**config.mk**
```make
export PLATFORM = sky130hd
export DESIGN_NAME = nutm_ctrl
export DESIGN_NICKNAME = d
export VERILOG_FILES = /design/src/rtl/nutm_pkg.sv /design/src/rtl/nutm_ctrl.sv
export SDC_FILE = /design/constraint.sdc
export NUM_CORES = 1
export LEC_CHECK = 0
export BUFFER_PORTS_ARGS = -buffer_cell sky130_fd_sc_hd__buf_2
export CORE_MARGIN = 1
export CORE_UTILIZATION = 40
export DETAILED_ROUTE_END_ITERATION = 6
export PLACE_DENSITY_LB_ADDON = 0.08
export SLEW_MARGIN = 30
export SYNTH_ARGS = -nofsm -noshare
export SYNTH_HDL_FRONTEND = slang
export SYNTH_SLANG_ARGS = --single-unit
```
**constraint.sdc**
```tcl
create_clock -name clk -period 1.85 [get_ports clk]
set_input_delay 0.0925 -clock clk [delete_from_list [all_inputs] [get_ports clk]]
set_output_delay 0.0925 -clock clk [all_outputs]
set_load 0.05 [all_outputs]
```
**src/rtl/nutm_pkg.sv**
```systemverilog
// Shared constants and types for the nearest unused tile match block.
package nutm_pkg;

  localparam int DEF_MAX_TILES      = 256;
  localparam int DEF_MAX_COMPONENTS = 48;
  localparam int DEF_SUM_WIDTH      = 20;

  localparam int OP_W          = 1;
  localparam int TILE_SLOT_W   = 8;
  localparam int COMP_INDEX_W  = 6;
  localparam int VALUE_W       = 20;
  localparam int TILE_COUNT_W  = 9;
  localparam int COMP_COUNT_W  = 6;
  localparam int SCORE_W       = 26;
  localparam int CFG_DATA_W    = 26;
  localparam int CFG_INDEX_W   = 2;

  localparam logic [OP_W-1:0] OP_LOAD  = 1'b0;
  localparam logic [OP_W-1:0] OP_QUERY = 1'b1;

  localparam logic [CFG_INDEX_W-1:0] CFG_TILE_COUNT  = 2'd0;
  localparam logic [CFG_INDEX_W-1:0] CFG_COMP_COUNT  = 2'd1;
  localparam logic [CFG_INDEX_W-1:0] CFG_SCORE_LIMIT = 2'd2;

  localparam logic [TILE_COUNT_W-1:0] RST_TILE_COUNT  = 9'd0;
  localparam logic [COMP_COUNT_W-1:0] RST_COMP_COUNT  = 6'd12;
  localparam logic [SCORE_W-1:0]      RST_SCORE_LIMIT = 26'd306000;

  // Commands from controller to datapath.
  typedef struct packed {
    logic accept;   // input beat taken this cycle
    logic start;    // search begins: load best with the limit
    logic rd_en;    // issue one component read
    logic first;    // first component of a tile
    logic last;     // last component of a tile
    logic zero;     // no components: score is zero
    logic publish;  // move result to output, mark winner used
  } nutm_cmd_t;

  // Status from datapath to controller.
  typedef struct packed {
    logic used_cur;  // tile under the walk pointer is already used
    logic busy;      // compare pipeline still holds work
    logic out_free;  // output register can take a result
  } nutm_stat_t;

  // Flags that travel down the compare pipeline.
  typedef struct packed {
    logic valid;
    logic first;
    logic last;
    logic zero;
  } nutm_tag_t;

endpackage

```
**src/rtl/nutm_ctrl.sv**
```systemverilog
// Controller: accepts beats, walks tiles and components during a search.
module nutm_ctrl #(
  parameter int MAX_TILES      = nutm_pkg::DEF_MAX_TILES,
  parameter int MAX_COMPONENTS = nutm_pkg::DEF_MAX_COMPONENTS
) (
  input  logic                                    clk,
  input  logic                                    rst,
  input  logic                                    in_valid,
  input  logic [nutm_pkg::OP_W-1:0]               op,
  input  logic                                    last,
  input  nutm_pkg::nutm_stat_t                    stat,
  input  logic [$clog2(MAX_TILES+1)-1:0]          tiles,
  input  logic [$clog2(MAX_COMPONENTS+1)-1:0]     comps,
  output logic                                    in_stall,
  output nutm_pkg::nutm_cmd_t                     cmd,
  output logic [$clog2(MAX_TILES)-1:0]            rd_tile,
  output logic [$clog2(MAX_COMPONENTS)-1:0]       rd_comp
);

  import nutm_pkg::*;

  localparam int TILE_W  = $clog2(MAX_TILES);
  localparam int TILE_CW = $clog2(MAX_TILES + 1);
  localparam int COMP_W  = $clog2(MAX_COMPONENTS);
  localparam int COMP_CW = $clog2(MAX_COMPONENTS + 1);

  typedef enum logic [1:0] {
    S_IDLE,
    S_WALK,
    S_DRAIN
  } state_t;

  state_t               state;
  logic [TILE_CW-1:0]   t;
  logic [COMP_CW-1:0]   k;
  logic                 walk_done;
  logic                 no_comps;
  logic                 tile_end;

  assign walk_done = (t == tiles);
  assign no_comps  = (comps == '0);
  assign tile_end  = no_comps || (k == comps - COMP_CW'(1));

  assign in_stall = (state != S_IDLE);
  assign rd_tile  = t[TILE_W-1:0];
  assign rd_comp  = k[COMP_W-1:0];

  always_comb begin
    cmd = '0;
    case (state)
      S_IDLE: begin
        cmd.accept = in_valid;
        cmd.start  = in_valid && (op == OP_QUERY) && last;
      end
      S_WALK: begin
        if (!walk_done && !stat.used_cur) begin
          cmd.rd_en = 1'b1;
          cmd.first = (k == '0);
          cmd.last  = tile_end;
          cmd.zero  = no_comps;
        end
      end
      S_DRAIN: begin
        cmd.publish = !stat.busy && stat.out_free;
      end
      default: begin
        cmd = '0;
      end
    endcase
  end

  always_ff @(posedge clk) begin
    if (rst) begin
      state <= S_IDLE;
      t     <= '0;
      k     <= '0;
    end else begin
      case (state)
        S_IDLE: begin
          if (cmd.start) begin
            state <= S_WALK;
            t     <= '0;
            k     <= '0;
          end
        end
        S_WALK: begin
          if (walk_done) begin
            state <= S_DRAIN;
          end else if (stat.used_cur || tile_end) begin
            t <= t + TILE_CW'(1);
            k <= '0;
          end else begin
            k <= k + COMP_CW'(1);
          end
        end
        S_DRAIN: begin
          if (cmd.publish) begin
            state <= S_IDLE;
          end
        end
        default: begin
          state <= S_IDLE;
        end
      endcase
    end
  end

endmodule

```
Word-level counts from Yosys, hierarchy flattened
Index checks and enable logic that the tools add are counted.
{ "totals": {"regBits": 17, "inputBits": 23, "out_inout_bits": 22} }
{ "op_classes": {"reduce_logical": 17, "eq_ne": 9, "mux": 16, "n_addsub": 3} }
{ "ops": {"columns": ["op", "n"], "rows": [
  ["2-to-1 mux 9 bit", 3],
  ["2-to-1 mux 6 bit", 3],
  ["case mux 9 bit (2 select lines)", 1],
  ["logical NOT 6 bit", 2],
  ["case mux 6 bit (2 select lines)", 1],
  ["inequality test 2 bit (second input constant)", 5],
  ["adder 9 x 1 -> 9 bit (second input constant)", 1],
  ["equality test 9 bit", 1],
  ["2-to-1 mux 2 bit", 4],
  ["2-to-1 mux 4 bit", 2],
  ["adder 6 x 1 -> 6 bit (second input constant)", 1],
  ["equality test 6 bit", 1],
  ["case mux 2 bit (3 select lines)", 1],
  ["AND reduction 3 bit", 2],
  ["subtractor 6 x 1 -> 6 bit (second input constant)", 1],
  ["logical AND 1 bit", 4],
  ["AND reduction 4 bit", 1],
  ["nonzero test 2 bit", 2],
  ["logical NOT 1 bit", 3],
  ["equality test 2 x 1 -> 1 bit (second input constant)", 1],
  ["equality test 2 bit (second input constant)", 1],
  ["logical NOT 2 bit", 1],
  ["logical OR 1 bit", 2],
  ["2-to-1 mux 1 bit", 1]
]} }

Logic depth before layout (Yosys ltp)
{ "depth": {"word_depth": 7, "mapped_depth": 9, "mapped_depth_nobuf": 8} }

Worst setup path after synthesis
No wires, ideal clock.
{ "synth_timing": {"kind": "flip-flop to flip-flop", "startpoint": "reg state[0]", "endpoint": "reg t[2]", "setup_time_ns": 0.132, "slack_ns": -1.209, "period_less_slack_ns": 3.059, "n_path_buf": 1, "t_arrival_ns": 2.927, "path_stages_with_launch": 8, "cell_sequence": "dfxtp_1 > nor3b_1 > and3_1 > inv_1 > and2_1 > clkbuf_1 > o31ai_1 > a21oi_1"} }
{ "synth_lines": {"columns": ["item", "line_no", "rtl"], "rows": [
  ["from (decl)", "nutm_ctrl.sv:33", "state_t state;"],
  ["from (signal assigned)", "nutm_ctrl.sv:74", "state <= S_IDLE;"],
  ["from (signal assigned)", "nutm_ctrl.sv:81", "state <= S_WALK;"],
  ["from (signal assigned)", "nutm_ctrl.sv:88", "state <= S_DRAIN;"],
  ["to (signal assigned)", "nutm_ctrl.sv:90", "t <= t + TILE_CW'(1);"],
  ["to (decl)", "nutm_ctrl.sv:34", "logic [TILE_CW-1:0] t;"]
]} }

Worst setup path after layout
{ "layout_timing": {"startpoint": "reg k[5] (netlist: rd_comp[5])", "endpoint": "reg t[2]"} }
{ "layout_via": {"elab_chain_cells": 5} }
{ "layout_rtl": {"columns": ["item", "line_no", "rtl"], "rows": [
  ["from (decl)", "nutm_ctrl.sv:35", "logic [COMP_CW-1:0] k;"],
  ["from (signal assigned)", "nutm_ctrl.sv:93", "k <= k + COMP_CW'(1);"],
  ["equality test 6 bit", "nutm_ctrl.sv:42", "assign tile_end = no_comps || (k == comps - COMP_CW'(1));"],
  ["logical OR 1 bit", "nutm_ctrl.sv:42", null],
  ["logical OR 1 bit", "nutm_ctrl.sv:89", "end else if (stat.used_cur || tile_end) begin"],
  ["inequality test 2 bit (no source line)", null, null],
  ["AND reduction 4 bit (no source line)", null, null]
]} }
Every way passes these cells.
A chain may end at the register's enable or synchronous reset.

==> impl_metrics.env <==
export IMPL_async_reset_ff_share_pct=0
export IMPL_first_global_vias=1270
export IMPL_grt_usage_pct=21.2
export IMPL_gp_congestion=0.809
export IMPL_r2r_end="t[2]$_SDFFE_PP0P_"
export IMPL_die_area_um2=3470
export IMPL_grt_use_met1_pct=22.5
export IMPL_dpl_hpwl_mm=2.67
export IMPL_die_x_um=58.9
export IMPL_finClkSkew_ns=0.00763
export IMPL_path_class="reg -> reg"
export IMPL_max_slew_margin_pct=51.1
export IMPL_reg2reg_depth=7
export IMPL_overflow=0
export IMPL_synth_avg_cell_area_um2=7.99
export IMPL_grt_pass1_wl_mm=5.58
export IMPL_num_rows=20
export IMPL_synth_seq_cells=17
export IMPL_cts_buffers=3
export IMPL_powerDensity_nw_per_um2=416
export IMPL_io_buffers=44
export IMPL_busiest_layer="met2"
export IMPL_h_tree_depth=1
export IMPL_antennaDiodeCount=0
export IMPL_dr_total_vias=1389
export IMPL_fill_cells=280
export IMPL_yosys_warnings=0
export IMPL_min_path_type="in -> reg"
export IMPL_outcome="finished, violations left"
export IMPL_antenna_found_initial=0
export IMPL_nets=250
export IMPL_worstMarginPinSlew_ns=0.728
export IMPL_crit_path_max_incr_delay_ns=0.56
export IMPL_leakagePower_uw=0.000812
export IMPL_cts_root_buf="clkbuf_4"
export IMPL_hold_start="rst"
export IMPL_clk_latency_ns=0.29
export IMPL_setup_viol=16
export IMPL_peakVddDrop_mv=0.224
export IMPL_layout_setup_ws_ns=-0.288
export IMPL_violations="setup timing"
export IMPL_cap_violations=0
export IMPL_fin_crit_sh_pct=116
export IMPL_clock_sinks=17
export IMPL_top_level_ports=45
export IMPL_reg2reg_from="rd_comp[5]$_SDFFE_PP0P_"
export IMPL_clock_fmax_mhz=468
export IMPL_crit_required_ns=2.07
export IMPL_hold_buffers=0
export IMPL_drv_slew=0
export IMPL_grt_setup_unrepaired="yes"
export IMPL_end_kind="flop"
export IMPL_fin_util_pct=62.1
export IMPL_syn_cell_area_um2=1290
export IMPL_multi_input_comb_area_um2=973
export IMPL_synth_enable_flop_cells=0
export IMPL_whs_ns=0.136
export IMPL_syn_to_final_growth_pct=46.5
export IMPL_synth_cells=162
export IMPL_initial_utilization_pct=42.4
export IMPL_hold_viol_final=0
export IMPL_yosysSeqAreaShare_pct=26.3
export IMPL_die_h_um=58.9
export IMPL_drive_above_1_share_pct=47.7
export IMPL_initialDrtViolationCount=57
export IMPL_syn_nets=189
export IMPL_cp_arrival_ns=2.36
export IMPL_drc=0
export IMPL_placed_area_um2=1740
export IMPL_first_pass_iters=4
export IMPL_wl_per_cell_um=13.6
export IMPL_critPathMaxFanout=7
export IMPL_holdPathStages=2
export IMPL_clock_path_buffers=2
export IMPL_reg2reg_slack_ns=-0.29
export IMPL_fin_crit_ns=2.14
export IMPL_cts_tree="yes"
export IMPL_crit_chain="xor2_2 > a21o_1 > a2111oi_4 > buf_4 > a2111oi_4 > or4b_1 > a21oi_2"
export IMPL_slowest_stage="or4b_1"
export IMPL_core_um2=3050
export IMPL_synth_cell_type_count=38
export IMPL_ant_nets=0
export IMPL_hold_path_endpoint="t[8]$_SDFFE_PP0P_"
export IMPL_register_area_um2=360
export IMPL_grt_max_degree=14
export IMPL_gr_usage_met2_pct=41.7
export IMPL_synthFlopType="dfxtp_1"
export IMPL_cp_start_kind="flop"
export IMPL_worst_path_most_repeated_cell="a2111oi_4"
export IMPL_use_met3_pct=3.74
export IMPL_clk_pin_slew_ns=0.11
export IMPL_drt_total_wl_mm=3.61
export IMPL_vias_per_cell=5.22
export IMPL_design_area_um2=1900
cells by family after synthesis:
logic type               count (synthesis)  synth area share (%)
XOR/XNOR                                16                  10.8
AO/OA/AOI/OAI                           37                  20.3
buffers and inverters                   24                  9.67
AND/OR/NAND/NOR                         62                  27.5
flip-flops                              17                  26.3
adder cells (fa/ha/maj)                  4                  3.87
multiplexers                             2                  1.55
cell usage after synthesis, types with 4 or more instances:
cell	number	area share, %
buf_4	9	5.2
or4b_1	5	3.9
dfxtp_1	17	26
ha_1	4	3.9
o21ai_0	4	1.5
a31oi_1	5	2.4
clkbuf_1	4	1.2
o31ai_1	8	4.6
inv_1	9	2.6
nand2b_1	4	1.9
and3_1	7	3.4
nor2_1	11	3.2
nand2_1	6	1.7
a21oi_1	11	4.3
xnor2_1	14	9.5
nor3_1	7	2.7
nand3_1	9	3.5
power by group:
group / switching, uW / internal [uW]
combinational: 121 / 91.9
sequential: 5.14 / 365
clock: 125 / 80.4
worst max-delay path by stage:
stage | startpoint | to | slack (ns) | cells after the start
final | rd_comp[5]$_SDFFE_PP0P_ | t[2]$_SDFFE_PP0P_ | -0.29 | 7
after global routing | rd_comp[5]$_SDFFE_PP0P_ | t[2]$_SDFFE_PP0P_ | -0.34 | 7
after CTS | rd_comp[5]$_SDFFE_PP0P_ | t[2]$_SDFFE_PP0P_ | -0.25 | 7
after detailed placement | comps[0] | t[0]$_SDFFE_PP0P_ | -0.39 | 10
after global placement | comps[0] | t[0]$_SDFFE_PP0P_ | -0.28 | 10
after floorplan | rd_comp[5]$_SDFFE_PP0P_ | t[2]$_SDFFE_PP0P_ | -0.21 | 6
area by class of cell:
type | instances | share of cell area, %
repair buffers | 70 | 23.5
flip-flops and latches | 17 | 19.0
clock buffers | 3 | 1.19
well taps | 44 | 2.90
inverters | 9 | 1.78
clock inverters | 1 | 0.264
multi-input cells | 122 | 51.4
worst max-delay path: cells and delay by family (launching register included):
kind	cells	cell delay, ns
AOI/OAI and AO/OA	4	0.77
buffers and inverters	1	0.20
xor gates and xnor gates	1	0.18
and+or+nand+nor	1	0.56
DFF	1	0.37
per-stage QoR:
| step | power (uW) | TNS [ns] | setup WS, ns | std cells |
|---|---|---|---|---|
| final | 789 | -2.07 | -0.288 | 266 |
| after global routing | 831 | -4.30 | -0.338 | 266 |
| after CTS | 790 | -2.64 | -0.254 | 264 |
| after detailed placement | 570 | -3.56 | -0.390 | 258 |
| after global placement | 566 | -2.77 | -0.285 | 258 |
| after floorplan | 501 | -2.00 | -0.210 | 162 |
per-layer routing:
layer	vias up	share of wire [%]
met5	-	0
met4	0	0.50
met3	2	4.5
met2	38	55
met1	643	40
li1	706	-
placed cells by master (no fill, tap or decap), types with 2 or more instances in the layout:
cell type  count
nor3_1         6
buf_4         27
a21oi_2        2
mux2i_1        2
xnor2_1       12
o31ai_1        7
a21o_1         2
and3_1         5
a2111oi_4      2
nor2_1         9
clkbuf_4       3
o21ai_1        2
dfxtp_2        7
inv_1          8
or3_1          2
nand2b_1       4
dfxtp_1        7
nand3_1        8
o21ai_0        3
or4b_1         5
a21oi_1        8
buf_6          2
or4_1          2
dfxtp_4        3
and2_1         2
a31oi_1        5
buf_2         40
ha_1           4
nand2_1        6
sequential cells by signal (all words and copies together) (netlist names):
name     count
rd_comp      6
state        2
t            9
timing repair:
item,CTS,global route
setup endpoints to repair,19,19
resized for setup,9,14
pin swaps,10,10
setup buffers,1,2
endpoints found under the hold margin,0,0
cloned,1,0
Note: power is estimated with default switching activity, not from simulation.
